`config.mk`:
```
export PLATFORM = sky130hd
export DESIGN_NAME = cia_front
export DESIGN_NICKNAME = d
export VERILOG_FILES = /design/src/hw/rtl/cia_pkg.sv /design/src/hw/rtl/cia_front.sv
export SDC_FILE = /design/constraint.sdc
export NUM_CORES = 1
export LEC_CHECK = 0
export ABC_AREA = 1
export BUFFER_PORTS_ARGS = -buffer_cell sky130_fd_sc_hd__buf_2
export CAP_MARGIN = 10
export CELL_PAD_IN_SITES_DETAIL_PLACEMENT = 0
export CELL_PAD_IN_SITES_GLOBAL_PLACEMENT = 1
export CORE_MARGIN = 5
export CORE_UTILIZATION = 30
export DETAILED_ROUTE_END_ITERATION = 10
export GPL_ROUTABILITY_DRIVEN = 1
export PLACE_DENSITY_LB_ADDON = 0.1
export SLEW_MARGIN = 15
export SYNTH_ARGS = -nofsm -noshare
export SYNTH_HDL_FRONTEND = slang
export SYNTH_SLANG_ARGS = --single-unit
export TNS_END_PERCENT = 20
```
`constraint.sdc`:
```
create_clock -name vclk -period 2.4
set_clock_uncertainty 0.05 [all_clocks]
set_input_delay 0.12 -clock vclk [all_inputs]
set_output_delay 0.12 -clock vclk [all_outputs]
set_load 0.01 [all_outputs]
```
`src/hw/rtl/cia_pkg.sv`:
```
`timescale 1ns / 1ps
package cia_pkg;

  typedef enum logic [1:0] {
    OP_ADD = 2'd0,
    OP_SUB = 2'd1,
    OP_MUL = 2'd2,
    OP_DIV = 2'd3
  } op_e;

  typedef struct packed {
    op_e  op;
    logic neg;
    logic ovf;
  } ctl_t;

endpackage

```
`src/hw/rtl/cia_front.sv`:
```
`timescale 1ns / 1ps
module cia_front #(
  parameter int DATA_WIDTH = 32
) (
  input  logic [1:0]            req_type_i,
  input  logic [DATA_WIDTH-1:0] operand_a_i,
  input  logic [DATA_WIDTH-1:0] operand_b_i,
  output cia_pkg::ctl_t         ctl_o,
  output logic [DATA_WIDTH-1:0] mag_a_o,
  output logic [DATA_WIDTH-1:0] mag_b_o,
  output logic [DATA_WIDTH-1:0] sum_o
);
  logic sa, sb;
  logic [DATA_WIDTH-1:0] b_eff;

  assign sa = operand_a_i[DATA_WIDTH-1];
  assign sb = operand_b_i[DATA_WIDTH-1];
  assign mag_a_o = sa ? (~operand_a_i + 1'b1) : operand_a_i;
  assign mag_b_o = sb ? (~operand_b_i + 1'b1) : operand_b_i;

  always_comb begin
    ctl_o.op  = cia_pkg::op_e'(req_type_i);
    ctl_o.neg = sa ^ sb;
    ctl_o.ovf = 1'b0;
    b_eff = (ctl_o.op == cia_pkg::OP_SUB) ? (~operand_b_i + 1'b1) : operand_b_i;
    sum_o = operand_a_i + b_eff;
    case (ctl_o.op)
      cia_pkg::OP_ADD: ctl_o.ovf = (sa == sb) && (sum_o[DATA_WIDTH-1] != sa);
      cia_pkg::OP_SUB: ctl_o.ovf = (sa != sb) && (sum_o[DATA_WIDTH-1] != sa);
      default:         ctl_o.ovf = 1'b0;
    endcase
  end
endmodule

```
==> results.yml, run 1 <==
run_status:
  status: "finished, violations left"
  violations: "negative setup slack"
sta:
  tightest_slew_ns: 0.426
  fin_ws_ns: -0.590
  fmax_mhz: 334
  hold_ws_ns: 0.413
  setup_viol: 28
  relSlewSlack: 0.714
  rsz0062_at_grt: "true"
  fin_crit_ns: 2.99
  finalSetupTns_ns: -11.49
  hold_viol_final: 0
  slew_violations: 0
  finalCritPeriodShare: 1.25
cells_and_area:
  seqCellArea_um2: 0
  layout_common_cells: "224 x buf_4, 209 x nand2_1, 163 x buf_2"
  drive_gt1_frac: 0.483
  seq_cells: 0
  fin_util: 0.552
  nClkBuffers: 0
  final_cells: 1396
  fillCellCount: 1577
  multi_input_area_mm2: 0.00465
  fin_nets: 1315
  syn2layout_area_growth_pct: 81.9
  layout_commonest_cell: "buf_4"
  final_area_mm2: 0.00793
synth:
  syn_inst: 835
  synth.distinct_cells: 43
  synth_top_area_cell: "nand2_1"
  synth.top_cell.area_share: 0.207
  ys_seq_area_frac: 0
  synth_nets: 937
  synth_area_leaders: "nand2_1 21%, xor2_1 11%, ha_1 10%, nand3_1 8.7%, inv_1 8.4%"
  ys_warn_count: 0
  syn_area_mm2: 0.00436
  syn_area_per_cell_um2: 5.22
global_routing:
  grt_pass1_vias: 6145
  grt_pass1_wl_mm: 30.1
  track_usage: 0.218
  grt_antenna_before_repair: 1
  grt.overflow.total: 0
  grt_max_degree: 38
pwr:
  p_leak_nw: 4.20
  power_mw: 2.15
  peakVddDrop_mv: 0.0988
  power_density_mw_per_mm2: 272
detailed_routing:
  wl_per_cell_um: 14.1
  drc: 0
  routed_wl_mm: 19.6
  drt-vias-per-instance: 4.66
  drtIter0Drc: 233
  drtAntennaViolNets: 0
  vias: 6504
  dr.pass1.iters: 5
place:
  hpwl_mm: 16.9
  gp_congestion: 0.886
  dpl.cell_count: 1383
  dpl_cell_area_mm2: 0.00707
  pre_cts_slack_ns: -0.940
  port_buffers: 166
floorplan:
  dieArea_mm2: 0.0170
  ios: 166
  rows: 44
  core_mm2: 0.0144
  die_h_um: 131
  initial_core_util: 0.303
  die_w_um: 131
critical_path:
  critPathMostFrequentCell: "nand2_2"
  path_class: "primary input to output pin"
  crit_slowest_cell: "nor3_2"
  endpoint_kind: "output pin"
  cp.required_ns: 2.23
  cp_num_buf_inv: 4
  critPathTopFamily: "simple AND/OR/NAND/NOR gates"
  path_max_fanout: 5
  startpoint_type: "primary input"
  critPathArrivalTime_ns: 2.82
  crit_cells: 22
  max_stage_delay_ns: 0.30
  crit_chain: "buf_12, buf_6, nor3_4, nand2_2, nor2_4, nand2_4, nor2_8, nand3_4, inv_2, nand3_2, nand3_2, nand2_2, ha_4, nand4_1, nor3_2, a21oi_4, nand2_2, nand2_1, nand2_2, nor2_2, nor2_2, buf_2"
flow_run:
  drv_cap: 0
worst_hold_path:
  whs_path_depth: 2
  hold_class: "primary input to output pin"
-- cells in the mapped netlist (all sizes together) --
| master | n |
|---|---|
| a31oi | 2 |
| inv | 104 |
| nor3b | 1 |
| nand2 | 249 |
| a31o | 1 |
| o31ai | 1 |
| nand3b | 4 |
| nand4 | 14 |
| nor2 | 94 |
| and2 | 2 |
| or2 | 6 |
| fa | 1 |
| xor2 | 56 |
| a21o | 7 |
| o21bai | 8 |
| a21oi | 39 |
| clkinv | 4 |
| or4 | 1 |
| o211ai | 1 |
| xnor2 | 10 |
| buf | 12 |
| nor4 | 3 |
| and3 | 1 |
| o21ai | 69 |
| nand3 | 78 |
| clkbuf | 8 |
| ha | 35 |
| nor3 | 24 |
-- layout make-up --
class | instances | area share
Multi-Input combinational cell | 707 | 0.586
Timing Repair Buffer | 396 | 0.331
Inverter | 108 | 0.0536
Tap cell | 184 | 0.0290
Antenna cell | 1 | 0.000316
-- layer usage --
layer / GRT usage / vias up / share of wire
met4: 0.0284 / 0 / 0.013
met3: 0.00610 / 14 / 0.026
met2: 0.390 / 106 / 0.50
li1: - / 3462 / -
met1: 0.301 / 2922 / 0.46
met5: 0 / - / 0
-- power breakdown --
part           leakage [nW]  internal [mW]    total [mW]  switching, mW
logic                  4.20           1.01          2.15           1.14
clock network    0.00000634   0.0000000558  0.0000000558              0
registers                 0              0             0              0
total                  4.20           1.01          2.15           1.14
-- path summary, 6_finish.rpt --
kind | endpoint | start | slack (ns)
setup / recovery | ctl_o[0] | operand_b_i[1] | -0.59
hold / removal | mag_a_o[0] | operand_a_i[0] | 0.41
-- cell families after synthesis --
group	synth area share
buffers and inverters	0.116
AOI/OAI and AO/OA	0.161
and+or+nand+nor	0.486
xor gates and xnor gates	0.133
adders and majority gates	0.105
-- what timing repair did --
item	CTS	global route
setup endpoints to repair	29	30
pin swaps	36	43
resized for setup	75	114
setup buffers	7	5
hold buffers	0	0
Note: power is estimated with default switching activity, not from simulation.
==> run 2, diff against run 1 <==
--- a/config.mk
+++ b/config.mk
@@ -11,10 +11,11 @@
 export CELL_PAD_IN_SITES_DETAIL_PLACEMENT = 0
 export CELL_PAD_IN_SITES_GLOBAL_PLACEMENT = 1
 export CORE_MARGIN = 5
-export CORE_UTILIZATION = 30
+export CORE_UTILIZATION = 33
 export DETAILED_ROUTE_END_ITERATION = 10
 export GPL_ROUTABILITY_DRIVEN = 1
 export PLACE_DENSITY_LB_ADDON = 0.1
+export RECOVER_POWER = 25
 export SLEW_MARGIN = 15
 export SYNTH_ARGS = -nofsm -noshare
 export SYNTH_HDL_FRONTEND = slang
==> constraint.sdc (replaced) <==
create_clock -name vclk -period 3.3
set_clock_uncertainty 0.05 [all_clocks]
set_input_delay 0.165 -clock vclk [all_inputs]
set_output_delay 0.165 -clock vclk [all_outputs]
set_load 0.01 [all_outputs]
==> results.yml, run 2 (synthesized netlist as in run 1, its figures left out) <==
global_routing:
  track_usage: 0.204
  grt_max_degree: 36
  grt_pass1_wl_mm: 26.9
  grt.overflow.total: 0
  grt_antenna_before_repair: 0
  grt_pass1_vias: 5442
detailed_routing:
  routed_wl_mm: 17.3
  drtAntennaViolNets: 0
  vias: 5786
  drtIter0Drc: 235
  drt-vias-per-instance: 4.84
  drc: 0
  dr.pass1.iters: 5
  wl_per_cell_um: 14.5
critical_path:
  crit_slowest_cell: "ha_4"
  endpoint_kind: "output pin"
  path_max_fanout: 5
  path_class: "primary input to output pin"
  critPathMostFrequentCell: "nand2_1"
  max_stage_delay_ns: 0.29
  startpoint_type: "primary input"
  cp.required_ns: 3.08
  critPathArrivalTime_ns: 2.91
  crit_chain: "buf_2, nor3_4, nand2_2, nor2_4, nand2_4, nor2_8, nand3_4, clkinv_1, nand2_1, nand3_1, o21ai_2, ha_4, buf_6, nand2_1, nor2_1, inv_1, nor3_2, nand2_1, nand2_1, xor2_1, buf_2"
sta:
  hold_viol_final: 0
  hold_ws_ns: 0.510
  finalCritPeriodShare: 0.946
  finalSetupTns_ns: 0
  fin_crit_ns: 3.12
  setup_viol: 0
  tightest_slew_ns: 1.33
  fmax_mhz: 320
  fin_ws_ns: 0.178
  relSlewSlack: 0.113
  rsz0062_at_grt: "true"
  slew_violations: 0
cells_and_area:
  syn2layout_area_growth_pct: 37.8
  nClkBuffers: 0
  layout_common_cells: "227 x nand2_1, 155 x buf_2, 97 x inv_1"
  seq_cells: 0
  antenna_cells: 0
  drive_gt1_frac: 0.297
  fin_nets: 1123
  final_cells: 1195
  fin_util: 0.459
  layout_commonest_cell: "nand2_1"
  seqCellArea_um2: 0
pwr:
  switchingPower_uw: 724
  p_clk_frac: 0
  switching_share: 0.609
  seq_power_share: 0
  pwr-share-comb: 1.000
  power_density_mw_per_mm2: 198
  internal_power_uw: 465
  peakVddDrop_mv: 0.0820
  p_leak_nw: 3.16
place:
  dpl.cell_count: 1181
  port_buffers: 166
  hpwl_mm: 15.0
  gp_congestion: 0.877
  pre_cts_slack_ns: 0.0210
flow_run:
  drv_cap: 0
floorplan:
  initial_core_util: 0.333
  ios: 166
  rows: 42
  dieArea_mm2: 0.0156
  die_w_um: 125
  die_h_um: 125
  core_mm2: 0.0131
worst_hold_path:
  hold_class: "primary input to output pin"
run_status:
  status: "completed"
-- run 2: cell count changes in the layout (fill, tap and decap cells not counted), sizes merged --
cell,previous run,this run
clkinv,3,2
diode,1,0
clkinvlp,0,1
buf,396,193
clkbuf,0,11
-- run 2: power by group through the flow --
stage / Clock [mW] / Sequential (mW) / Combinational [mW]
detailed placement: 0 / 0 / 1.09
global route: 0 / 0 / 1.32
floorplan: 0 / 0 / 0.659
global placement: 0 / 0 / 1.09
finish: 0 / 0 / 1.19
CTS: 0 / 0 / 1.09
-- run 2: final cells by class --
type                            instances  area, um2
Fill cell                            1503       7080
Multi-Input combinational cell        707       4260
Timing Repair Buffer                  204       1120
Inverter                              108        412
Tap cell                              176        220
-- run 2: through the flow --
stage	area (um2)	power, mW
detailed placement	5500	1.09
CTS	5500	1.09
floorplan	4360	0.659
global route	6010	1.32
finish	6010	1.19
global placement	5500	1.09
-- run 2: routing by layer --
| metal | track usage | up-vias | routed length, um |
|---|---|---|---|
| li1 | - | 3097 | - |
| met1 | 0.292 | 2526 | 8480 |
| met2 | 0.344 | 147 | 7870 |
| met3 | 0.0175 | 16 | 766 |
| met4 | 0.0217 | 0 | 191 |
| met5 | 0 | - | 0 |
-- run 2: repair_timing --
item | 4_1_cts | 5_1_grt
setup endpoints to repair | 0 | 19
gates resized for setup | 0 | 101
hold buffers | 0 | 0
buffers inserted | 0 | 14
-- run 2: worst max-delay path, delay by kind of cell --
| family | cells | cell delay (ns) |
|---|---|---|
| adders and majority gates | 1 | 0.29 |
| buffers and inverters | 5 | 0.58 |
| AOI/OAI and AO/OA | 1 | 0.10 |
| and+or+nand+nor | 13 | 1.56 |
| xor gates and xnor gates | 1 | 0.20 |
-- run 2: worst paths after layout --
path / start / end / slack [ns] / depth (start not counted)
worst max-delay path: operand_b_i[2] / sum_o[20] / 0.18 / 21
worst min-delay path: req_type_i[1] / ctl_o[3] / 0.51 / 2
==> run 3, diff against run 2 <==
--- a/config.mk
+++ b/config.mk
@@ -5,13 +5,12 @@
 export SDC_FILE = /design/constraint.sdc
 export NUM_CORES = 1
 export LEC_CHECK = 0
-export ABC_AREA = 1
 export BUFFER_PORTS_ARGS = -buffer_cell sky130_fd_sc_hd__buf_2
 export CAP_MARGIN = 10
 export CELL_PAD_IN_SITES_DETAIL_PLACEMENT = 0
 export CELL_PAD_IN_SITES_GLOBAL_PLACEMENT = 1
 export CORE_MARGIN = 5
-export CORE_UTILIZATION = 33
+export CORE_UTILIZATION = 34
 export DETAILED_ROUTE_END_ITERATION = 10
 export GPL_ROUTABILITY_DRIVEN = 1
 export PLACE_DENSITY_LB_ADDON = 0.1
==> results.yml, run 3 <==
run_status:
  status: "finished, violations left"
  violations: "negative setup slack"
sta:
  finalCritPeriodShare: 1.30
  tightest_slew_ns: 0.632
  rsz0062_at_grt: "true"
  finalSetupTns_ns: -16.32
  relSlewSlack: 0.578
  fin_ws_ns: -0.988
  fmax_mhz: 233
  setup_viol: 23
  slew_violations: 0
  fin_crit_ns: 4.29
  hold_viol_final: 0
synth:
  synth_common_cells: "99 x xnor2_1, 49 x nand2_1, 40 x o21ai_0, 35 x ha_1, 30 x a21oi_1"
  synth.distinct_cells: 51
  ys_warn_count: 0
  synth.top_cell.area_share: 0.248
  synth_top_area_cell: "xnor2_1"
  syn_area_mm2: 0.00350
  synth_nets: 608
  synth_area_leaders: "xnor2_1 25%, ha_1 13%, o21ai_0 5.7%, nand2_1 5.3%, xor2_1 4.5%"
  synth.most_common_cell: "xnor2_1"
  syn_inst: 506
  syn_area_per_cell_um2: 6.91
  ys_seq_area_frac: 0
cells_and_area:
  layout_common_cells: "169 x buf_4, 148 x buf_2, 87 x xnor2_1"
  syn2layout_area_growth_pct: 77.4
  final_area_mm2: 0.00621
  drive_gt1_frac: 0.509
  seq_cells: 0
  antenna_cells: 0
  seqCellArea_um2: 0
  fillCellCount: 965
  fin_util: 0.609
  final_cells: 949
  fin_nets: 917
  nClkBuffers: 0
  layout_commonest_cell: "buf_4"
floorplan:
  ios: 166
  die_w_um: 111
  rows: 37
  core_mm2: 0.0102
  die_h_um: 111
  dieArea_mm2: 0.0124
  initial_core_util: 0.343
critical_path:
  cp.required_ns: 3.08
  critPathArrivalTime_ns: 4.07
  max_stage_delay_ns: 0.38
  cp_num_buf_inv: 6
  startpoint_type: "primary input"
  critPathTopFamily: "simple AND/OR/NAND/NOR gates"
  critPathMostFrequentCell: "or3_4"
  crit_chain: "buf_8, or3_4, or3_4, buf_6, or3_4, or3_4, o21ai_4, xnor2_4, ha_4, buf_6, nand4_1, buf_4, nor2_2, a32o_1, a21o_1, o21a_1, a211oi_2, buf_4, nor3_2, buf_2"
  path_max_fanout: 4
  path_class: "primary input to output pin"
  endpoint_kind: "output pin"
  crit_slowest_cell: "or3_4"
worst_hold_path:
  min_from: "operand_a_i[3]"
  hold_class: "primary input to output pin"
  hold_end: "mag_a_o[3]"
  whs_path_depth: 3
pwr:
  pwr-share-comb: 1.000
  switchingPower_uw: 802
  p_leak_nw: 2.83
  switching_share: 0.506
  seq_power_share: 0
  power_mw: 1.59
  peakVddDrop_mv: 0.116
  p_clk_frac: 0
  power_density_mw_per_mm2: 256
  internal_power_uw: 785
global_routing:
  track_usage: 0.221
  grt.overflow.total: 0
  grt_pass1_vias: 4870
  grt_pass1_wl_mm: 23.7
  grt_antenna_before_repair: 0
  grt_max_degree: 34
detailed_routing:
  drt-vias-per-instance: 5.16
  drc: 0
  vias: 4896
  drtIter0Drc: 218
  routed_wl_mm: 14.8
  drtAntennaViolNets: 0
  dr.pass1.iters: 4
  wl_per_cell_um: 15.6
place:
  port_buffers: 166
  dpl.cell_count: 929
  hpwl_mm: 12.5
  dpl_cell_area_mm2: 0.00560
  gp_congestion: 0.922
flow_run:
  drv_cap: 0
clock_tree:
  hold_buffers: 0
## run 3: cell count changes after synthesis, moves of 11 or more
cell and change:
o21ai_1 -14, nor3_1 -12, o41ai_1 +11, xnor2_1 +89, nand3_1 -65, nor2_1 -59
xor2_1 -38, nand2_1 -192, o31ai_1 +18, or3_1 +15, clkbuf_1 +15, o21ai_0 -13
inv_1 -91
## run 3: power groups by stage
stage	Sequential, mW	Combinational [mW]	Clock (mW)
after floorplan	0	0.742	0
after global placement	0	1.40	0
after detailed placement	0	1.42	0
after CTS	0	1.49	0
after global routing	0	1.72	0
final	0	1.59	0
## run 3: stage by stage
| step | hold WS (ns) | setup WS, ns |
|---|---|---|
| 3_5_place_dp | 0.585 | -1.19 |
| 4_1_cts | 0.579 | -1.02 |
| 2_1_floorplan | 0.314 | -0.700 |
| 6_report | 0.583 | -0.988 |
| 5_1_grt | 0.608 | -1.16 |
| 3_3_place_gp | 0.588 | -1.09 |
## run 3: cell families (layout without fill, tap and decap cells)
logic type / Yosys count / after routing / synth area share
simple gates: 160 / 160 / 0.236
buf+inv: 39 / 346 / 0.0515
xor+xnor: 117 / 117 / 0.293
compound gates: 154 / 154 / 0.289
fa+ha+maj: 36 / 36 / 0.131
## run 3: metal layers
layer,share of wire,GRT usage,routed length (um)
met1,0.48,0.321,7070
met2,0.46,0.360,6840
met3,0.055,0.0326,810
met4,0.0070,0.0203,103
met5,0,0,0
## run 3: cell type report
cell class                 count  area (um2)  share of cell area
inverter                       7        31.3             0.00504
tap                          136         170              0.0274
timing repair buffer         339        2140               0.345
multi-input combinational    467        3860               0.623
## run 3: repair_timing
item                       4_1_cts  5_1_grt
gates resized for setup         46       50
setup buffers                   13        7
setup endpoints to repair       22       24
pin swaps                       29       29
cloned                           0        0
## run 3: worst max-delay path by stage
stage                   start        end  slack, ns  cells after the start
4_1_cts        operand_b_i[1]   ctl_o[0]      -1.02                     18
6_report       operand_b_i[1]   ctl_o[0]      -0.99                     20
3_5_place_dp   operand_b_i[1]  sum_o[28]      -1.19                     14
2_1_floorplan  operand_b_i[9]  sum_o[31]      -0.70                     15
5_1_grt        operand_b_i[1]   ctl_o[0]      -1.16                     20
3_3_place_gp   operand_b_i[1]  sum_o[29]      -1.09                     17
