--- src/hw/rtl/cia_pkg.sv ---
`timescale 1ns / 1ps
package cia_pkg;

  typedef enum logic [1:0] {
    OP_ADD = 2'd0,
    OP_SUB = 2'd1,
    OP_MUL = 2'd2,
    OP_DIV = 2'd3
  } op_e;

  typedef struct packed {
    op_e  op;
    logic neg;
    logic ovf;
  } ctl_t;

endpackage

--- src/hw/rtl/cia_back.sv ---
`timescale 1ns / 1ps
module cia_back #(
  parameter int DATA_WIDTH = 32
) (
  input  logic                    clk_i,
  input  logic                    rst_ni,
  input  logic                    valid_i,
  output logic                    ready_o,
  input  cia_pkg::ctl_t           ctl_i,
  input  logic [DATA_WIDTH-1:0]   mag_b_i,
  input  logic [DATA_WIDTH-1:0]   sum_i,
  input  logic [2*DATA_WIDTH-1:0] acc_i,
  input  logic [DATA_WIDTH-1:0]   quo_i,
  output logic                    valid_o,
  input  logic                    ready_i,
  output logic [DATA_WIDTH-1:0]   value_o,
  output logic                    error_o
);
  localparam logic [DATA_WIDTH-1:0] SignBit = {1'b1, {(DATA_WIDTH-1){1'b0}}};

  logic                  valid_q, err_q, err_d;
  logic [DATA_WIDTH-1:0] val_q, val_d, mag, limit;

  assign ready_o = !valid_q || ready_i;

  always_comb begin
    limit = ctl_i.neg ? SignBit : (SignBit - 1'b1);
    mag   = quo_i;
    err_d = 1'b0;
    case (ctl_i.op)
      cia_pkg::OP_MUL: begin
        mag   = acc_i[DATA_WIDTH-1:0];
        err_d = (|acc_i[2*DATA_WIDTH-1:DATA_WIDTH]) || (mag > limit);
      end
      cia_pkg::OP_DIV: err_d = (mag_b_i == '0) || (quo_i > limit);
      default:         err_d = ctl_i.ovf;
    endcase
    if (ctl_i.op inside {cia_pkg::OP_ADD, cia_pkg::OP_SUB}) begin
      val_d = sum_i;
    end else begin
      val_d = ctl_i.neg ? (~mag + 1'b1) : mag;
    end
    if (err_d) begin
      val_d = '0;
    end
  end

  always_ff @(posedge clk_i or negedge rst_ni) begin
    if (!rst_ni) begin
      valid_q <= 1'b0;
    end else if (ready_o) begin
      valid_q <= valid_i;
    end
  end

  always_ff @(posedge clk_i) begin
    if (ready_o && valid_i) begin
      val_q <= val_d;
      err_q <= err_d;
    end
  end

  assign valid_o = valid_q;
  assign value_o = val_q;
  assign error_o = err_q;
endmodule

--- config.mk ---
export PLATFORM = sky130hd
export DESIGN_NAME = cia_back
export DESIGN_NICKNAME = d
export VERILOG_FILES = /design/src/hw/rtl/cia_pkg.sv /design/src/hw/rtl/cia_back.sv
export SDC_FILE = /design/constraint.sdc
export NUM_CORES = 1
export LEC_CHECK = 0
export ABC_CLOCK_PERIOD_IN_PS = 2200
export BUFFER_PORTS_ARGS = -buffer_cell sky130_fd_sc_hd__buf_2
export CAP_MARGIN = 40
export CORE_MARGIN = 2
export CORE_UTILIZATION = 40
export DETAILED_ROUTE_END_ITERATION = 10
export PLACE_DENSITY = 0.81
export SLEW_MARGIN = 20
export SYNTH_ARGS = -nofsm -noshare
export SYNTH_HDL_FRONTEND = slang
export SYNTH_SLANG_ARGS = --single-unit
--- constraint.sdc ---
create_clock -name clk_i -period 2.2 [get_ports clk_i]
set_input_delay 0.44 -clock clk_i [delete_from_list [all_inputs] [get_ports clk_i]]
set_output_delay 0.44 -clock clk_i [all_outputs]
set_load 0.02 [all_outputs]
==> metrics.log, run 1 <==
INFO  metric clock_skew = 0.004746 ns
INFO  metric tightest_slew = 0.5128 ns
INFO  metric failing_checks = setup timing
INFO  metric gp_routability_congestion = 0.9717
INFO  metric route.detailed.drc = 0
INFO  metric cellLeakagePower = 3.507 nW
INFO  metric timing.critical_path.cells = buf_8 > nor2b_4 > mux2i_2 > ha_2 > buf_4 > nand3_2 > a211oi_4 > nand4_1 > o2111a_1 > a221oi_2 > nor2_1
INFO  metric core_area = 10,940 um^2
INFO  metric yosys_warnings = 0
INFO  metric synth_cell_type_count = 56
INFO  metric detailroute.via_count = 5,662
INFO  metric detail_route.wirelength = 17.59 mm
INFO  metric grt_usage = 26.44%
INFO  metric cp_slowest_cell = sky130_fd_sc_hd__a211oi_4
INFO  metric synth_ff_type = sky130_fd_sc_hd__edfxtp_1
INFO  metric finalWorstPathRequiredPeriod = 2.517 ns
INFO  metric die_w = 110.5 um
INFO  metric via_count_of_the_first_global_routing_pass = 5,625
INFO  metric synth_enable_flop_cells = 33
INFO  metric final-hold-violation-count = 0
INFO  metric cts_made_buffers = 5
INFO  metric worst_ir_drop_vdd = 0.0005107 V
INFO  metric critical_path_origin = ctl_i[3]
INFO  metric postLayoutCellArea = 7610 um^2
INFO  metric timing.fmax = 397.3 MHz
INFO  metric grt_antenna_before_repair = 0
INFO  metric route.detailed.wl_per_inst = 17.80 um
INFO  metric synth.yosys.seq_area_share = 22.41%
INFO  metric critPathArrivalTime = 2.54 ns
INFO  metric post_synth.cell_area_avg = 8.854 um^2
INFO  metric via_per_inst = 5.731
INFO  metric rsz0062_at_grt = yes
INFO  metric area_of_the_die = 12,200 um^2
INFO  metric drtIter0Drc = 382
INFO  metric top_fanout_value_on_the_critical_path = 3
INFO  metric asyncSetResetFlopFracSynth = 2.941%
INFO  metric cts_max_path_buffers = 2
INFO  metric effective_utilization_at_floorplan = 41.45%
INFO  metric synth.largest_area_cell = sky130_fd_sc_hd__edfxtp_1
INFO  metric status = complete, but fails checks
INFO  metric finish.cell_count_without_fillers = 988
INFO  metric critical_path_required = 2.22 ns
INFO  metric synth.cells.most_frequent = 65 x sky130_fd_sc_hd__ha_1, 59 x sky130_fd_sc_hd__mux2i_1, 55 x sky130_fd_sc_hd__nor2_1
INFO  metric synth-seq-cells = 34
INFO  metric worstSetupEndpointType = flop
INFO  metric fin_nets = 1,080
INFO  metric crit-reg2reg-launch = valid_o
INFO  metric synth_area = 4533 um^2
INFO  metric worst_skew_pair.late_latency = 0.28 ns
INFO  metric floorplan.io_pins = 203
INFO  metric die_h = 110.5 um
INFO  metric hold_class = in -> reg
INFO  metric port_buffers = 202
INFO  metric synth_cells = 512
INFO  metric power_density = 388.9 nW/um^2
INFO  metric total_iterations_of_the_first_detailed_routing_run = 5
INFO  metric htree_num_levels = 2
INFO  metric n_fill_cell = 779
INFO  metric path_buf_inv = 2
INFO  metric post_dp_cell_area = 6675 um^2
INFO  metric yosys.area.top_type_share = 21.86%
INFO  metric flow.area_growth_from_synthesis = 67.87%
INFO  metric tcrit_tclk_final = 114.4%
INFO  metric path_delay_family = compound AO/OA/AOI/OAI gates
INFO  metric timing_worst_setup_path_type = in -> reg
INFO  metric number_of_antenna_diodes = 0
INFO  metric dp_cells = 958
INFO  metric worst_path_largest_cell_delay = 0.35 ns
INFO  metric grt_start_max_net_pins = 37
INFO  metric number_of_failing_setup_endpoints_in_the_final_timing_report = 33
INFO  metric dp.final_hpwl = 13.29 mm
INFO  metric cts.sink_count = 34
INFO  metric seqCellArea = 1016 um^2
INFO  metric clock_tree.root_cell = sky130_fd_sc_hd__clkbuf_16
INFO  metric yosys.cell_count.top_type = sky130_fd_sc_hd__ha_1
INFO  metric synth.net_count = 745
INFO  metric grt_pass1_wl = 26.72 mm
INFO  metric clk_pin_slew_worst_paths = 0.05 ns
INFO  metric multi_input_area = 3931 um^2
INFO  metric postLayoutSetupSlackWorst = -0.3170 ns
INFO  metric timing.hold.worst.start = valid_i
INFO  metric timing.max_slew.rel_slack = 65.81%
INFO  metric cp_startpoint_kind = input port
INFO  metric max_cap_viol_count = 0
INFO  metric postRouteAntennaNets = 0
INFO  metric floorplan.rows = 38
INFO  metric synth_area_leaders = sky130_fd_sc_hd__edfxtp_1 22%, sky130_fd_sc_hd__ha_1 18%, sky130_fd_sc_hd__mux2i_1 13%
INFO  metric cts_tree = done
INFO  metric post_route_cells_drive_above_1_share = 51.18%
INFO  metric slew_viol_final = 0
INFO  metric grt-ovfl-total = 0
-- registers in the layout, indices dropped and copies added, names as in the netlist --
signal and cells:
error_o 1, valid_o 1, value_o 32
-- power by group --
group | leakage, nW | total, mW | switching [mW] | internal [mW]
sequential | 0.335 | 0.789 | 0.0112 | 0.778
combinational | 3.09 | 1.41 | 0.723 | 0.683
clock | 0.0832 | 0.764 | 0.252 | 0.512
-- per-stage QoR --
stage	hold slack, ns	setup slack (ns)	TNS, ns	total power, mW	utilization [%]
after floorplan	0.1444	-0.8356	-10.31	1.400	-
after global placement	0.2167	-0.5614	-17.90	1.925	61.04
after detailed placement	0.2161	-0.6239	-19.19	1.958	61.04
after CTS	0.3594	-0.1978	-6.002	2.846	67.31
after global routing	0.4057	-0.4195	-12.94	3.111	69.59
final	0.3733	-0.3170	-9.190	2.959	69.59
-- worst register-to-register path, stage by stage (launching register included) --
cell and delay, ns:
sky130_fd_sc_hd__dfrtp_1 0.37, sky130_fd_sc_hd__nand2b_1 0.11, sky130_fd_sc_hd__and2_1 0.13, sky130_fd_sc_hd__buf_4 0.37
-- cell usage in the layout (no fill, tap or decap), drive strengths merged, types with 3 or more instances in the layout --
| master | netlist | layout |
|---|---|---|
| a211o | 4 | 4 |
| a211oi | 3 | 3 |
| a21o | 6 | 6 |
| a21oi | 33 | 33 |
| a221oi | 5 | 5 |
| a31oi | 10 | 10 |
| a41oi | 3 | 3 |
| and2 | 4 | 4 |
| and4 | 6 | 6 |
| buf | 8 | 345 |
| clkbuf | 11 | 9 |
| edfxtp | 33 | 33 |
| ha | 65 | 65 |
| inv | 5 | 5 |
| mux2i | 60 | 60 |
| nand2 | 38 | 38 |
| nand2b | 6 | 6 |
| nand3 | 17 | 17 |
| nand4 | 22 | 22 |
| nor2 | 55 | 55 |
| nor2b | 6 | 6 |
| nor3 | 11 | 11 |
| nor4 | 19 | 19 |
| o211ai | 5 | 5 |
| o21ai | 18 | 18 |
| o31ai | 8 | 8 |
| or3 | 9 | 9 |
| or4b | 3 | 3 |
| xnor2 | 6 | 6 |
| xor2 | 15 | 15 |
-- logic make-up (layout without fill, tap and decap cells) --
kind of cell             after synthesis  count (layout)  share of synthesized area, %
AND/OR/NAND/NOR                      204             204                         24.23
buffers and inverters                 25             361                         2.567
AO/OA/AOI/OAI                        102             102                         15.21
flip-flops                            34              34                         22.41
XOR/XNOR                              21              21                         4.057
adder cells (fa/ha/maj)               65              65                         17.94
multiplexers                          61              61                         13.58
-- routing by layer --
layer	vias up	routed length (um)	part of all wire, %	track usage (%)
met3	67	1378	7.8	3.952
li1	2670	-	-	-
met2	333	8788	50	49.49
met4	0	848	4.8	10.83
met1	2592	6575	37	29.74
met5	-	0	0	0
-- path summary, 6_finish.rpt --
kind	to	slack, ns	cells after the start
hold reg to reg	valid_o	0.54	2
max in group asynchronous	valid_o	1.65	2
setup reg to reg	value_o[25]	0.85	3
min in group asynchronous	valid_o	0.47	2
hold / removal	valid_o	0.37	2
setup / recovery	value_o[26]	-0.32	11
-- timing repair --
action / in CTS / in global routing
gates resized for setup: 61 / 40
hold endpoints to repair: 1 / 0
hold buffers: 1 / 0
buffers inserted: 11 / 5
endpoints found under the setup margin: 33 / 33
pin swaps: 42 / 21
cloned: 4 / 1
-- cell type report --
class	count	share of cell area [%]
repair buffers	347	30.20
multi-input cells	453	51.66
inverters	6	0.2960
clock buffers	8	2.187
well taps	140	2.302
flip-flops and latches	34	13.35
(Power assumes the default switching activity.)
==> inputs of run 2 (changes only) <==
ABC_AREA = 1   (was default)
PLACE_DENSITY = 0.79   (was 0.81)
SLEW_MARGIN = default   (was 20)
==> metrics.log, run 2 <==
INFO  metric worst_skew_pair.late_latency = 0.28 ns
INFO  metric rsz0062_at_grt = yes
INFO  metric yosys_warnings = 0
INFO  metric grt-ovfl-total = 0
INFO  metric tightest_slew = 0.5173 ns
INFO  metric failing_checks = setup timing
INFO  metric cts_max_path_buffers = 2
INFO  metric effective_utilization_at_floorplan = 41.06%
INFO  metric core_area = 12,620 um^2
INFO  metric route.detailed.drc = 0
INFO  metric yosys.area.top_type_share = 23.18%
INFO  metric worstSetupEndpointType = flop
INFO  metric post_dp_cell_area = 6953 um^2
INFO  metric status = complete, but fails checks
INFO  metric synth_cell_type_count = 31
INFO  metric via_per_inst = 4.965
INFO  metric crit-reg2reg-launch = valid_o
INFO  metric n_fill_cell = 1,149
INFO  metric flow.area_growth_from_synthesis = 48.76%
INFO  metric via_count_of_the_first_global_routing_pass = 5,791
INFO  metric hold_path_depth = 3
INFO  metric multi_input_area = 4040 um^2
INFO  metric total_iterations_of_the_first_detailed_routing_run = 6
INFO  metric finalSetupTns = -3.749 ns
INFO  metric timing.hold.worst.start = valid_i
INFO  metric area_of_the_die = 13,880 um^2
INFO  metric asyncSetResetFlopFracSynth = 2.941%
INFO  metric synth_cells = 845
INFO  metric detailroute.via_count = 6,454
INFO  metric cellLeakagePower = 4.114 nW
INFO  metric gp_routability_congestion = 0.8975
INFO  metric finalWorstPathRequiredPeriod = 2.354 ns
INFO  metric synth.net_count = 1,078
INFO  metric r2r_end = value_o[2]
INFO  metric port_buffers = 202
INFO  metric grt_usage = 23.50%
INFO  metric synth_area_leaders = sky130_fd_sc_hd__nand2_1 23%, sky130_fd_sc_hd__edfxtp_1 19%, sky130_fd_sc_hd__ha_1 16%
INFO  metric synth.cells.most_frequent = 320 x sky130_fd_sc_hd__nand2_1, 84 x sky130_fd_sc_hd__inv_1, 84 x sky130_fd_sc_hd__nor2_1
INFO  metric clock_tree.root_cell = sky130_fd_sc_hd__clkbuf_16
INFO  metric power_density = 373.9 nW/um^2
INFO  metric hold_class = in -> reg
INFO  metric clock_skew = 0.003077 ns
INFO  metric postRouteAntennaNets = 0
INFO  metric synth-seq-cells = 34
INFO  metric fin_nets = 1,360
INFO  metric htree_num_levels = 2
INFO  metric timing_worst_setup_path_type = in -> reg
INFO  metric die_h = 117.8 um
INFO  metric timing.fmax = 424.8 MHz
INFO  metric synth_ff_type = sky130_fd_sc_hd__edfxtp_1
INFO  metric cts_tree = done
INFO  metric post_route_cells_drive_above_1_share = 36.70%
INFO  metric tcrit_tclk_final = 107.0%
INFO  metric grt_pass1_wl = 26.85 mm
INFO  metric holdPathEnd = valid_o
INFO  metric final-hold-violation-count = 0
INFO  metric post_synth.cell_area_avg = 6.132 um^2
INFO  metric postLayoutCellArea = 7707 um^2
INFO  metric finish.cell_count_without_fillers = 1,300
INFO  metric synth_enable_flop_cells = 33
INFO  metric synth.largest_area_cell = sky130_fd_sc_hd__nand2_1
INFO  metric floorplan.io_pins = 203
INFO  metric dp_slack = -0.3836 ns
INFO  metric ff2ff_path_depth = 2
INFO  metric critical_path_required = 2.33 ns
INFO  metric finalCoreUtilization = 61.07%
INFO  metric synth.yosys.seq_area_share = 19.61%
INFO  metric mostFrequentLayoutCells = 309 x sky130_fd_sc_hd__nand2_1, 200 x sky130_fd_sc_hd__buf_2, 83 x sky130_fd_sc_hd__inv_1, 83 x sky130_fd_sc_hd__buf_4, 55 x sky130_fd_sc_hd__nor2_1
INFO  metric slew_viol_final = 0
INFO  metric largest_register_ffs = 32
INFO  metric worst_ir_drop_vdd = 0.0002723 V
INFO  metric yosys.cell_count.top_type = sky130_fd_sc_hd__nand2_1
INFO  metric number_of_failing_setup_endpoints_in_the_final_timing_report = 33
INFO  metric floorplan.rows = 41
INFO  metric route.detailed.wl_per_inst = 13.56 um
INFO  metric regToRegSetupSlack = 0.91 ns
INFO  metric postLayoutSetupSlackWorst = -0.1542 ns
INFO  metric layout.cells.most_common = sky130_fd_sc_hd__nand2_1
INFO  metric grt_antenna_before_repair = 0
INFO  metric critPathArrivalTime = 2.48 ns
INFO  metric top_fanout_value_on_the_critical_path = 8
INFO  metric cts.sink_count = 34
INFO  metric drtIter0Drc = 461
INFO  metric cts_made_buffers = 5
INFO  metric dp.final_hpwl = 13.85 mm
INFO  metric cp_startpoint_kind = input port
INFO  metric seqCellArea = 1016 um^2
INFO  metric dp_cells = 1,277
INFO  metric clk_pin_slew_worst_paths = 0.05 ns
INFO  metric synth_area = 5181 um^2
INFO  metric number_of_antenna_diodes = 0
INFO  metric grt_start_max_net_pins = 63
INFO  metric timing.max_slew.rel_slack = 65.51%
INFO  metric die_w = 117.8 um
INFO  metric max_cap_viol_count = 0
INFO  metric detail_route.wirelength = 17.63 mm
==> run 2: cell count changes in the layout (fill, tap and decap cells not counted), sizes merged, moves of 9 or more <==
cell | previous run | this run
a31oi | 10 | 0
buf | 345 | 298
inv | 5 | 85
mux2i | 60 | 0
nand2 | 38 | 337
nand3 | 17 | 49
nand4 | 22 | 11
nor2 | 55 | 95
o21ai | 18 | 46
or2 | 0 | 12
or3 | 9 | 0
xor2 | 15 | 6
==> run 2: layout make-up <==
class / instances / area share (%)
Inverter: 85 / 4.205
Timing Repair Buffer: 302 / 25.60
Clock inverter: 2 / 0.1299
Clock buffer: 6 / 1.672
Multi-Input combinational cell: 699 / 52.42
Tap cell: 172 / 2.792
Sequential cell: 34 / 13.18
==> run 2: cell families after synthesis <==
group | synth area share (%)
compound gates | 9.321
simple gates | 44.19
flops | 19.61
fa+ha+maj | 15.70
xor+xnor | 1.521
buf+inv | 9.659
==> run 2: worst max path at each step <==
stage | from | slack, ns | end | depth (start not counted)
after detailed placement | ctl_i[1] | -0.38 | value_o[23] | 15
after CTS | ctl_i[1] | -0.04 | value_o[7] | 15
after floorplan | ctl_i[1] | -0.12 | value_o[0] | 16
after global placement | ctl_i[1] | -0.35 | value_o[4] | 15
final | ctl_i[1] | -0.15 | value_o[8] | 15
after global routing | ctl_i[1] | -0.29 | value_o[3] | 15
==> run 2: layer usage <==
| layer | part of all wire, % | up-vias | GRT usage (%) |
|---|---|---|---|
| met5 | 0 | - | 0 |
| met4 | 2.1 | 0 | 6.099 |
| met3 | 7.2 | 30 | 3.004 |
| met2 | 50 | 267 | 43.28 |
| met1 | 41 | 2841 | 28.69 |
| li1 | - | 3316 | - |
==> run 2: critical path, stage by stage <==
cell	delay, ns
sky130_fd_sc_hd__buf_12	0.13
sky130_fd_sc_hd__buf_16	0.15
sky130_fd_sc_hd__buf_8	0.14
sky130_fd_sc_hd__ha_1	0.33
sky130_fd_sc_hd__a21oi_1	0.17
sky130_fd_sc_hd__o21a_1	0.13
sky130_fd_sc_hd__nand2_1	0.06
sky130_fd_sc_hd__a21oi_2	0.13
sky130_fd_sc_hd__nand2_1	0.06
sky130_fd_sc_hd__nand2_1	0.06
sky130_fd_sc_hd__nand2_1	0.05
sky130_fd_sc_hd__nand2_2	0.09
sky130_fd_sc_hd__nand3_4	0.19
sky130_fd_sc_hd__clkbuf_16	0.24
sky130_fd_sc_hd__nor2_1	0.10
==> run 2: power by group <==
part	internal [mW]	total (mW)	switching, mW
registers	0.779	0.791	0.0120
logic	0.643	1.44	0.794
clock network	0.414	0.653	0.239
total	1.84	2.88	1.05
==> run 2: stage by stage <==
stage	power, mW	hold WS [ns]
final	2.882	0.3929
after global routing	3.058	0.4163
after CTS	2.750	0.3973
after detailed placement	2.035	0.2154
after global placement	2.004	0.2142
after floorplan	1.518	0.1444
==> run 2: timing repair <==
action	in CTS	in global routing
cloned	4	2
setup buffers	0	8
hold buffers	1	0
gates resized for setup	22	65
pin swaps	1	17
endpoints found under the hold margin	1	0
endpoints found under the setup margin	33	33
