$ cat config.mk
export PLATFORM = sky130hd
export DESIGN_NAME = cia_cell
export DESIGN_NICKNAME = d
export VERILOG_FILES = /design/src/hw/rtl/cia_pkg.sv /design/src/hw/rtl/cia_cell.sv
export SDC_FILE = /design/constraint.sdc
export NUM_CORES = 1
export LEC_CHECK = 0
export BUFFER_PORTS_ARGS = -buffer_cell sky130_fd_sc_hd__buf_2
export CORE_AREA = 2 2 180 182
export CTS_BUF_LIST = sky130_fd_sc_hd__clkbuf_2 sky130_fd_sc_hd__clkbuf_4 sky130_fd_sc_hd__clkbuf_8
export DETAILED_ROUTE_END_ITERATION = 12
export DIE_AREA = 0 0 182 184
export PLACE_DENSITY_LB_ADDON = 0.12
export SYNTH_ARGS = -nofsm -noshare
export SYNTH_HDL_FRONTEND = slang
export SYNTH_SLANG_ARGS = --single-unit
export TNS_END_PERCENT = 5
$ cat constraint.sdc
create_clock -name clk_i -period 15 [get_ports clk_i]
set_input_delay 2.25 -clock clk_i [delete_from_list [all_inputs] [get_ports clk_i]]
set_output_delay 2.25 -clock clk_i [all_outputs]
set_load 0.05 [all_outputs]
$ cat src/hw/rtl/cia_pkg.sv
`timescale 1ns / 1ps
package cia_pkg;

  typedef enum logic [1:0] {
    OP_ADD = 2'd0,
    OP_SUB = 2'd1,
    OP_MUL = 2'd2,
    OP_DIV = 2'd3
  } op_e;

  typedef struct packed {
    op_e  op;
    logic neg;
    logic ovf;
  } ctl_t;

endpackage

$ cat src/hw/rtl/cia_cell.sv
`timescale 1ns / 1ps
module cia_cell #(
  parameter int DATA_WIDTH = 32,
  parameter int IDX        = 0
) (
  input  logic                    clk_i,
  input  logic                    rst_ni,
  input  logic                    valid_i,
  output logic                    ready_o,
  input  cia_pkg::ctl_t           ctl_i,
  input  logic [DATA_WIDTH-1:0]   mag_a_i,
  input  logic [DATA_WIDTH-1:0]   mag_b_i,
  input  logic [DATA_WIDTH-1:0]   sum_i,
  input  logic [2*DATA_WIDTH-1:0] acc_i,
  input  logic [DATA_WIDTH-1:0]   rem_i,
  input  logic [DATA_WIDTH-1:0]   quo_i,
  output logic                    valid_o,
  input  logic                    ready_i,
  output cia_pkg::ctl_t           ctl_o,
  output logic [DATA_WIDTH-1:0]   mag_a_o,
  output logic [DATA_WIDTH-1:0]   mag_b_o,
  output logic [DATA_WIDTH-1:0]   sum_o,
  output logic [2*DATA_WIDTH-1:0] acc_o,
  output logic [DATA_WIDTH-1:0]   rem_o,
  output logic [DATA_WIDTH-1:0]   quo_o
);
  logic                    valid_q;
  cia_pkg::ctl_t           ctl_q;
  logic [DATA_WIDTH-1:0]   mag_a_q, mag_b_q, sum_q, rem_q, rem_d, quo_q;
  logic [2*DATA_WIDTH-1:0] acc_q, acc_d, addend;
  logic [DATA_WIDTH:0]     trial, diff;
  logic                    ge;

  assign ready_o = !valid_q || ready_i;

  always_comb begin
    addend = {{DATA_WIDTH{1'b0}}, mag_a_i} << IDX;
    acc_d  = mag_b_i[IDX] ? (acc_i + addend) : acc_i;
    trial  = {rem_i, mag_a_i[DATA_WIDTH-1-IDX]};
    diff   = trial - {1'b0, mag_b_i};
    ge     = !diff[DATA_WIDTH];
    rem_d  = ge ? diff[DATA_WIDTH-1:0] : trial[DATA_WIDTH-1:0];
  end

  always_ff @(posedge clk_i or negedge rst_ni) begin
    if (!rst_ni) begin
      valid_q <= 1'b0;
    end else if (ready_o) begin
      valid_q <= valid_i;
    end
  end

  always_ff @(posedge clk_i) begin
    if (ready_o && valid_i) begin
      ctl_q   <= ctl_i;
      mag_a_q <= mag_a_i;
      mag_b_q <= mag_b_i;
      sum_q   <= sum_i;
      acc_q   <= acc_d;
      rem_q   <= rem_d;
      quo_q   <= {quo_i[DATA_WIDTH-2:0], ge};
    end
  end

  assign valid_o = valid_q;
  assign ctl_o   = ctl_q;
  assign mag_a_o = mag_a_q;
  assign mag_b_o = mag_b_q;
  assign sum_o   = sum_q;
  assign acc_o   = acc_q;
  assign rem_o   = rem_q;
  assign quo_o   = quo_q;
endmodule

==> results of run 1 <==
==> logic make-up (layout without fill, tap and decap cells) <==
logic type      Yosys count  in the layout  synth area share (%)
compound gates          255            255                  13.8
buf+inv                  88            592                  2.82
other cells               0              3                     0
flops                   229            229                  57.2
simple gates            249            249                  10.6
xor+xnor                 84             84                  6.13
mux                      26             26                  2.44
fa+ha+maj                66             66                  7.00
==> worst max-delay path: cells and delay by family <==
kind | cells | cell delay [ps]
AND/OR/NAND/NOR | 4 | 1220
buffers and inverters | 4 | 920
AO/OA/AOI/OAI | 3 | 860
adder cells (fa/ha/maj) | 2 | 740
multiplexers | 1 | 230
==> Yosys cell counts, types with 8 or more instances <==
library cell  instances
a21o_1               35
a21oi_1              59
a31oi_1              10
and3_1               18
clkbuf_1             25
edfxtp_1            228
ha_1                 64
inv_1                56
mux2_2               25
nand2_1              74
nand2b_1             11
nand3_1              19
nand3_2              10
nand4_1              22
nor2_1               48
nor3_1               14
o21a_1               10
o21ai_0              36
o21ai_1              37
o21bai_1              8
o31ai_1               8
xnor2_1              61
xor2_1               23
==> power by group <==
group	switching, mW	internal [mW]	leakage, nW	total [mW]
clock	0.261	0.296	0.403	0.557
combinational	0.326	0.140	4.12	0.465
sequential	0.00903	0.764	2.18	0.773
==> per-layer routing <==
metal / wire length, µm / up-vias / global-route usage, %
met5: 83 / - / 0
met4: 728 / 12 / 5.65
met3: 2930 / 60 / 6.16
met2: 16700 / 347 / 33.4
met1: 14300 / 4461 / 24.1
li1: - / 4715 / -
==> layout make-up <==
class                   count  area [µm²]  area share, %
diodes                      3        7.51         0.0485
flip-flops and latches    229        6870           44.4
multi-input cells         680        4800           31.0
well taps                 402         503           3.25
repair buffers            464        2330           15.1
clock buffers              58         692           4.47
clock inverters            12        60.1          0.388
inverters                  58         218           1.41
==> per-stage QoR <==
stage          hold slack, ps  total power, mW
2_1_floorplan            1180             1.13
3_3_place_gp              507             1.25
3_5_place_dp              517             1.25
4_1_cts                   533             1.82
5_1_grt                   578             1.88
6_report                  531             1.79
==> worst max-delay path by stage <==
stage                     from                   to  slack (ps)  cells after the start
floorplan              ready_i   acc_o[0]$_DFFE_PP_        6420                      2
global placement    mag_b_i[0]  rem_o[29]$_DFFE_PP_        8440                     14
detailed placement  mag_b_i[0]  rem_o[29]$_DFFE_PP_        8440                     14
CTS                 mag_b_i[0]  rem_o[29]$_DFFE_PP_        9020                     14
global route        mag_b_i[0]  rem_o[19]$_DFFE_PP_        8680                     14
finish              mag_b_i[0]  rem_o[29]$_DFFE_PP_        8970                     14
==> state kept, by name (all words and copies together) (netlist names) <==
name and count:
acc_o 64, mag_a_o 32, mag_b_o 32, quo_o 32, rem_o 32, sum_o 32, ctl_o 4, valid_o 1
==> results.md, run 1 <==
* Final #Nets at 1,772
* Post-DP Area at 0.0147 mm²
* CTS HTree Levels at 2
* Highest-count cells in the layout ignoring fill and taps: buf_2 (460), edfxtp_1 (228), nand2_1 (74), ha_1 (64), xnor2_1 (61)
* Congestion Overflow GR at 0
* Seq/Total Area, Yosys at 57.2%
* Area Overhead vs Synth at 29.0%
* Worst VDD drop at 0.0600 mV
* Clock tree buffer depth at 3
* Clk Latency, worst-skew pair at 540 ps
* Non-Filler Instances at 1,906
* Die X at 182 µm
* Final Setup Violations at 0
* All-layer global routing usage at 19.7%
* EDFF count, synth at 228
* Post-CTS Setup Inserts at 0
* DRC at 0
* Syn Nets at 1,295
* Synth top area cells: edfxtp_1 (57%), ha_1 (6.7%), xnor2_1 (4.4%), a21oi_1 (2.5%), mux2_2 (2.3%)
* Setup_tns at 0 ps
* CTS resizes at 0
* Drt via density at 5.03
* Row cnt at 65
* Worst hold path depth at 2
* CTS Hold Bufs at 0
* 1st-iter DRT viols at 488
* Starting density of the core at 38.3%
* Slowest-stage cell, CP: and2_2
* Post-Route WL at 34.7 mm
* Max-slew violations at 0
* Num CTS Buffers at 41
* HP Class: reg -> reg
* Worst slew pin tran at 1080 ps
* Routability cong. at 0.832
* Power Density at 116 mW/mm²
* Hold path startpoint: valid_o$_DFFE_PN0N_
* Post-Place Cells at 1,833
* Die ar. at 0.0335 mm²
* Share of cells above drive strength 1 at 38.8%
* Worst path cell trace: buf_2 -> buf_4 -> ha_1 -> inv_1 -> fa_1 -> a211oi_1 -> o21ai_1 -> a31oi_1 -> nor3_1 -> mux2_1 -> and2_2 -> inv_2 -> nand4_1 -> nand3_1
* Period utilization at 40.2%
* Warning count from the yosys run at 0
* Routed vias at 9,595
* Core footprint at 0.0314 mm²
* Syn_area_per_cell at 12.0 µm²
* First-pass GRT wire length at 51.4 mm
* Final WS setup at 8970 ps
* Vias in the first global route at 9,287
* Max_cap viols at 0
* Pre-CTS setup slack at 8440 ps
* CP max FO at 60
* Most common cell after layout, fill and taps aside: buf_2
* Static leakage at 6.71 nW
* Worst r2r src: valid_o$_DFFE_PN0N_
* Register-to-Register Path Depth at 4
* Prevailing post-synth register cell: edfxtp_1
* FF-to-FF setup slack at 12,120 ps
* Post-synth top area cell: edfxtp_1
* Clock Sinks at 229
* R2r endpoint: rem_o[22]$_DFFE_PP_
* Setup CP Type: in -> reg
* Post-route cell area at 0.0155 mm²
* Initial antenna violation count at 10
* Antenna viol nets, final at 0
* CP Launch Type: primary input
* Slew headroom at 28.2%
* Slowest stage delay, CP at 850 ps
* Worst Skew at 21.6 ps
* Root buffer cell: clkbuf_8
* Count of unique library cells instantiated by Yosys at 68
* Final core occ at 49.3%
* I/O pin cnt at 462
* Post-synthesis register bit count at 229
* Clock slew at reported path FFs at 60 ps
* HPWL after DPL at 26.4 mm
* Mapped cell area at 0.0120 mm²
* IO Port Bufs at 460
* Crit path required time at 15,280 ps
* FFs w/ async S/R, synth at 0.437%
* Max Clk Rate at 0.166 GHz
* Synth Instances at 997
* CTS tree: yes
* Tmin final at 6030 ps
* Top-area cell type share of the netlist area at 57.0%
* Die extent in y at 184 µm
* Worst EP arrival at 6310 ps
* Crit end category: flop
* End of the worst hold path: valid_o$_DFFE_PN0N_
* RSZ-0062 raised after global routing: no
* Detailed Routing Iterations Pass 1 at 5
* DR WL/cell at 18.2 µm
* Status: completed
* Layout fillers at 2,972
* Pin count of the biggest net entering global routing at 77
* Fin. Hold Viols at 0
No activity file was read; power rests on OpenSTA's default activity.
==> run 2: changes to the inputs <==
==> constraint.sdc (replaced) <==
create_clock -name clk_i -period 4.8 [get_ports clk_i]
set_input_delay 0.72 -clock clk_i [delete_from_list [all_inputs] [get_ports clk_i]]
set_output_delay 0.72 -clock clk_i [all_outputs]
set_load 0.05 [all_outputs]
==> run 2 against run 1 <==
Register-to-register slack got worse by 9500 ps; first-iteration DRC count rose by 22%; sequential cell count did not move; hold slack got worse by 190 ps; global-route usage rose by 0.34 points; power rose to 3.2 times the previous value; worst setup slack got worse by 7600 ps; sequential power rose to 3.1 times the previous value; wire length rose by 0.61%; cell count rose by 0.42%; clock power rose to 3.2 times the previous value; die area did not move; critical path type unchanged.
==> results.md, run 2 (same netlist as run 1, synthesis figures left out) <==
* Power Density at 365 mW/mm² (was 116 mW/mm²)
* Drt via density at 5.05 (was 5.03)
* Final core occ at 49.6% (was 49.3%)
* Fin. Hold Viols at 0 (unchanged)
* Slew headroom at 33.2% (was 28.2%)
* Worst VDD drop at 0.229 mV (was 0.0600 mV)
* Pre-CTS setup slack at 874 ps (was 8440 ps)
* Antenna viol nets, final at 0 (unchanged)
* Setup CP Type: in -> reg (unchanged)
* Static leakage at 6.74 nW (was 6.71 nW)
* Post-route cell area at 0.0156 mm² (was 0.0155 mm²)
* Most common cell after layout, fill and taps aside: buf_2 (unchanged)
* Worst slew pin tran at 1000 ps (was 1080 ps)
* Die extent in y at 184 µm (unchanged)
* Congestion Overflow GR at 0 (unchanged)
* Highest-count cells in the layout ignoring fill and taps: buf_2 (460), edfxtp_1 (228), nand2_1 (74), ha_1 (64), xnor2_1 (61) (unchanged)
* Routed vias at 9,668 (was 9,595)
* Final Setup Violations at 0 (unchanged)
* Area Overhead vs Synth at 29.8% (was 29.0%)
* Max_cap viols at 0 (unchanged)
* Pin count of the biggest net entering global routing at 72 (was 77)
* HP Class: in -> reg (was reg -> reg)
* RSZ-0062 raised after global routing: no (unchanged)
* FF-to-FF setup slack at 2670 ps (was 12,120 ps)
* I/O pin cnt at 462 (unchanged)
* Tmin final at 3390 ps
* HPWL after DPL at 26.9 mm (was 26.4 mm)
* Clock slew at reported path FFs at 60 ps (about the same)
* Worst path cell trace: buf_2 -> inv_1 -> ha_1 -> inv_1 -> fa_1 -> a211oi_1 -> o21ai_1 -> a31oi_1 -> nor3_1 -> mux2_1 -> and2_2 -> buf_4 -> a211oi_1 -> a21o_1 (was buf_2 -> buf_4 -> ha_1 -> inv_1 -> fa_1 -> a211oi_1 -> o21ai_1 -> a31oi_1 -> nor3_1 -> mux2_1 -> and2_2 -> inv_2 -> nand4_1 -> nand3_1)
* Core footprint at 0.0314 mm² (unchanged)
* Initial antenna violation count at 11 (was 10)
* CTS tree: yes (unchanged)
* Max Clk Rate at 0.295 GHz
* Num CTS Buffers at 40 (was 41)
* CP max FO at 27 (was 60)
* Setup_tns at 0 ps (unchanged)
* Die X at 182 µm (unchanged)
* Row cnt at 65 (unchanged)
* Share of cells above drive strength 1 at 38.4% (was 38.8%)
* Die ar. at 0.0335 mm² (unchanged)
* Crit path required time at 5100 ps (was 15,280 ps)
* Clock Sinks at 229 (unchanged)
* All-layer global routing usage at 20.0% (was 19.7%)
* DRC at 0 (unchanged)
* CP Launch Type: primary input (unchanged)
* Max reg flops at 64 (unchanged)
* Worst EP arrival at 3680 ps (was 6310 ps)
* Clock tree buffer depth at 3 (unchanged)
* Clk Latency, worst-skew pair at 550 ps (was 540 ps)
* Total power at 5.68 mW (was 1.79 mW)
* Slowest-stage cell, CP: fa_1 (was and2_2)
* Post-Route WL at 34.9 mm (was 34.7 mm)
* Period utilization at 70.6%
* Max-slew violations at 0 (unchanged)
* Slowest stage delay, CP at 430 ps (was 850 ps)
* Final WS setup at 1410 ps (was 8970 ps)
* First-pass GRT wire length at 52.2 mm (was 51.4 mm)
* Routability cong. at 0.845 (was 0.832)
* Root buffer cell: clkbuf_8 (unchanged)
* Vias in the first global route at 9,443 (was 9,287)
* DR WL/cell at 18.2 µm (about the same)
* Crit end category: flop (unchanged)
* Worst Skew at 14.3 ps (was 21.6 ps)
* Final #Nets at 1,775 (was 1,772)
* Starting density of the core at 38.3% (unchanged)
* IO Port Bufs at 460 (unchanged)
* CTS resizes at 0 (unchanged)
* 1st-iter DRT viols at 596 (was 488)
* Status: completed (unchanged)
* Detailed Routing Iterations Pass 1 at 5 (unchanged)
* Post-DP Area at 0.0148 mm² (was 0.0147 mm²)
* CTS HTree Levels at 2 (unchanged)
[run 2: changes by cell type in the layout (fill, tap and decap cells not counted), moves of 2 or more]
| cell | previous run | this run |
|---|---|---|
| clkinv_1 | 4 | 13 |
| clkbuf_4 | 17 | 9 |
| buf_12 | 0 | 3 |
| bufinv_16 | 0 | 2 |
| diode_2 | 3 | 5 |
[run 2: final timing paths]
path / from / endpoint / cells after the start
worst max-delay path: mag_a_i[31] / rem_o[10]$_DFFE_PP_ / 14
worst min-delay path: sum_i[6] / sum_o[6]$_DFFE_PP_ / 1
worst max register to register: valid_o$_DFFE_PN0N_ / quo_o[9]$_DFFE_PP_ / 3
worst min register to register: valid_o$_DFFE_PN0N_ / valid_o$_DFFE_PN0N_ / 2
max in group asynchronous: rst_ni / valid_o$_DFFE_PN0N_ / 2
min in group asynchronous: rst_ni / valid_o$_DFFE_PN0N_ / 2
[run 2: routing by layer]
metal / part of all wire [%] / vias up / wire, µm / track usage (%)
met2: 48 / 329 / 16900 / 34.1
met4: 1.9 / 10 / 676 / 5.74
li1: - / 4731 / - / -
met3: 9.3 / 56 / 3250 / 7.03
met1: 40 / 4542 / 14000 / 23.9
met5: 0.19 / - / 65 / 0
[run 2: area by class of cell]
| class | instances | area, µm² |
|---|---|---|
| inverters | 58 | 218 |
| repair buffers | 468 | 2400 |
| flip-flops and latches | 229 | 6870 |
| diodes | 5 | 12.5 |
| multi-input cells | 680 | 4800 |
| fillers | 2936 | 15800 |
| well taps | 402 | 503 |
| clock inverters | 23 | 155 |
| clock buffers | 49 | 618 |
[run 2: timing repair]
action | in CTS | in global routing
setup endpoints to repair | 0 | 0
hold buffers | 1 | 0
buffers inserted | 0 | 0
endpoints found under the hold margin | 1 | 0
[run 2: critical path: cells and delay by family]
kind	cells	cell delay, ps
AO/OA/AOI/OAI	5	1070
adder cells (fa/ha/maj)	2	590
buffers and inverters	4	590
multiplexers	1	230
AND/OR/NAND/NOR	2	460
[run 2: report_power, final]
part / leakage, nW / switching [mW] / internal, mW
Combinational: 4.15 / 1.02 / 0.446
Sequential: 2.18 / 0.0294 / 2.39
Clock: 0.406 / 0.838 / 0.960
[run 2: stage by stage]
step           hold WS, ps  cells
5_1_grt                318   1912
2_1_floorplan          424    997
3_3_place_gp           494   1836
4_1_cts                311   1909
6_report               343   1914
3_5_place_dp           496   1836
==> run 3: changes to the inputs <==
==> constraint.sdc (replaced) <==
create_clock -name clk_i -period 2.9 [get_ports clk_i]
set_input_delay 0.435 -clock clk_i [delete_from_list [all_inputs] [get_ports clk_i]]
set_output_delay 0.435 -clock clk_i [all_outputs]
set_load 0.05 [all_outputs]
==> run 3 against run 2 <==
Global-route usage increased by 0.89 points; count of clock-buffer cells in the layout increased by 4; register-to-register slack got worse by 1400 ps; critical endpoint is now rem_o[29]$_DFFE_PP_; clock skew increased by 0.94 ps; cell count increased by 5.2%; critical path depth unchanged; die area unchanged; combinational power increased by 80%; wire length increased by 3.7%; sequential cell count unchanged; via count increased by 2.8%; clock power increased by 75%.
==> results.md, run 3 (same netlist as run 1, synthesis figures left out) <==
* Status: completed (unchanged)
* Clk Latency, worst-skew pair at 560 ps (was 550 ps)
* DR WL/cell at 18.0 µm (was 18.2 µm)
* Setup CP Type: in -> reg (unchanged)
* Routed vias at 9,934 (was 9,668)
* DRC at 0 (unchanged)
* Starting density of the core at 38.3% (unchanged)
* Die X at 182 µm (unchanged)
* Pin count of the biggest net entering global routing at 69 (was 72)
* Max_cap viols at 0 (unchanged)
* Max Clk Rate at 0.369 GHz
* All-layer global routing usage at 20.9% (was 20.0%)
* Pre-CTS setup slack at -532 ps (was 874 ps)
* 1st-iter DRT viols at 461 (was 596)
* Max reg flops at 64 (unchanged)
* Worst VDD drop at 0.344 mV (was 0.229 mV)
* Final WS setup at 193 ps (was 1410 ps)
* Num CTS Buffers at 43 (was 40)
* Detailed Routing Iterations Pass 1 at 5 (unchanged)
* RSZ-0062 raised after global routing: no (unchanged)
* Static leakage at 7.25 nW (was 6.74 nW)
* Area Overhead vs Synth at 37.0% (was 29.8%)
* IO Port Bufs at 460 (unchanged)
* Die ar. at 0.0335 mm² (unchanged)
* Worst slew pin tran at 722 ps (was 1000 ps)
* Root buffer cell: clkbuf_8 (unchanged)
* Setup_tns at 0 ps (unchanged)
* Power Density at 595 mW/mm² (was 365 mW/mm²)
* Routability cong. at 0.861 (was 0.845)
* Max-slew violations at 0 (unchanged)
* Crit end category: flop (unchanged)
* Logic pwr share at 27.0% (was 25.8%)
* Final Setup Violations at 0 (unchanged)
* HP Class: in -> reg (unchanged)
* Net Sw Power at 3.22 mW (was 1.89 mW)
* Worst Skew at 15.3 ps (was 14.3 ps)
* First-pass GRT wire length at 54.8 mm (was 52.2 mm)
* Antenna viol nets, final at 0 (unchanged)
* CP delay by family, top: compound AO/OA/AOI/OAI gates (unchanged)
* Fin. Hold Viols at 0 (unchanged)
* Post-Route WL at 36.2 mm (was 34.9 mm)
* Worst EP arrival at 3100 ps (was 3680 ps)
* CP Launch Type: primary input (unchanged)
* Final #Nets at 1,872 (was 1,775)
* Layout fillers at 2,883 (was 2,936)
* Period utilization at 93.3%
* Most common cell after layout, fill and taps aside: buf_2 (unchanged)
* Tmin final at 2710 ps
* CTS tree: yes (unchanged)
* Row cnt at 65 (unchanged)
* CP max FO at 33 (was 27)
* Post-CTS Setup Inserts at 0 (unchanged)
* Slew headroom at 51.8% (was 33.2%)
* Vias in the first global route at 9,964 (was 9,443)
* Initial antenna violation count at 5 (was 11)
* Worst path cell trace: buf_2 -> inv_1 -> ha_2 -> inv_1 -> fa_1 -> a211oi_2 -> o21ai_1 -> a31oi_2 -> nor3_1 -> mux2_1 -> and2_2 -> buf_12 -> a211o_1 -> nand3_1 (was buf_2 -> inv_1 -> ha_1 -> inv_1 -> fa_1 -> a211oi_1 -> o21ai_1 -> a31oi_1 -> nor3_1 -> mux2_1 -> and2_2 -> buf_4 -> a211oi_1 -> a21o_1)
* Highest-count cells in the layout ignoring fill and taps: buf_2 (460), edfxtp_1 (228), buf_4 (93), nand2_1 (74), ha_1 (63) (was buf_2 (460), edfxtp_1 (228), nand2_1 (74), ha_1 (64), xnor2_1 (61))
* I/O pin cnt at 462 (unchanged)
* Core footprint at 0.0314 mm² (unchanged)
* Slowest-stage cell, CP: fa_1 (unchanged)
* Slowest stage delay, CP at 410 ps (was 430 ps)
* Worst path buffer plus inverter count at 4 (unchanged)
* Die extent in y at 184 µm (unchanged)
* Reg power frac at 40.9% (was 42.5%)
* Most frequent CP cell: inv_1
* Clock power frac at 32.1% (was 31.6%)
* CTS HTree Levels at 2 (unchanged)
* Clock Sinks at 229 (unchanged)
* Clock tree buffer depth at 3 (unchanged)
* Clock slew at reported path FFs at 60 ps (about the same)
* Share of cells above drive strength 1 at 42.8% (was 38.4%)
* Net switching share of the total power at 32.9% (was 33.3%)
* Drt via density at 4.93 (was 5.05)
* Congestion Overflow GR at 0 (unchanged)
* HPWL after DPL at 28.2 mm (was 26.9 mm)
* Internal power at 6.56 mW (was 3.79 mW)
* Total power at 9.78 mW (was 5.68 mW)
* Crit path required time at 3290 ps (was 5100 ps)
==> run 3: changes by cell type in the layout (fill, tap and decap cells not counted), moves of 2 or more <==
cell	change
buf_12	+5
buf_4	+89
clkbuf_8	+4
clkinv_1	-2
clkinvlp_4	+3
==> run 3: per-layer routing <==
layer | global-route usage [%] | routed length (µm) | up-vias | part of all wire, %
li1 | - | - | 4924 | -
met1 | 25.8 | 15100 | 4628 | 42
met2 | 35.7 | 17500 | 322 | 48
met3 | 5.73 | 2740 | 58 | 7.6
met4 | 6.32 | 775 | 2 | 2.1
met5 | 0 | 13 | - | 0.036
==> run 3: power groups by stage <==
stage / combinational (mW) / sequential, mW / clock, mW
after floorplan: 0.963 / 4.86 / 0
after global placement: 2.62 / 4.06 / 0
after detailed placement: 2.64 / 4.07 / 0
after CTS: 2.65 / 4.00 / 3.27
after global routing: 2.85 / 4.02 / 3.39
final: 2.64 / 4.00 / 3.15
==> run 3: path summary, 6_finish.rpt <==
path	from	cells past startpoint	slack, ps	endpoint
worst min register to register	valid_o$_DFFE_PN0N_	2	530	valid_o$_DFFE_PN0N_
worst max register to register	valid_o$_DFFE_PN0N_	3	1270	mag_b_o[19]$_DFFE_PP_
max in group asynchronous	rst_ni	2	2600	valid_o$_DFFE_PN0N_
min in group asynchronous	rst_ni	2	210	valid_o$_DFFE_PN0N_
worst min-delay path	quo_i[23]	1	60	quo_o[24]$_DFFE_PP_
worst max-delay path	mag_a_i[31]	14	190	rem_o[29]$_DFFE_PP_
==> run 3: area by class of cell <==
class	count	area, µm²	share of cell area [%]
diodes	4	10.0	0.0608
well taps	402	503	3.06
inverters	58	218	1.32
flip-flops and latches	229	6870	41.8
clock buffers	53	673	4.09
multi-input cells	680	4830	29.4
repair buffers	562	3170	19.3
clock inverters	25	175	1.06
==> run 3: metrics by stage <==
stage	cell area (µm²)	hold slack [ps]	util, %	instances
2_1_floorplan	12000	139	-	997
3_3_place_gp	15600	210	49.6	1930
3_5_place_dp	15600	210	49.6	1930
4_1_cts	16400	19.9	52.3	2009
5_1_grt	16400	31.5	52.4	2012
6_report	16500	60.2	52.4	2013
==> run 3: timing repair <==
action	in CTS	in global routing
endpoints found under the hold margin	1	0
gates resized for setup	0	4
setup endpoints to repair	0	31
hold buffers	1	0
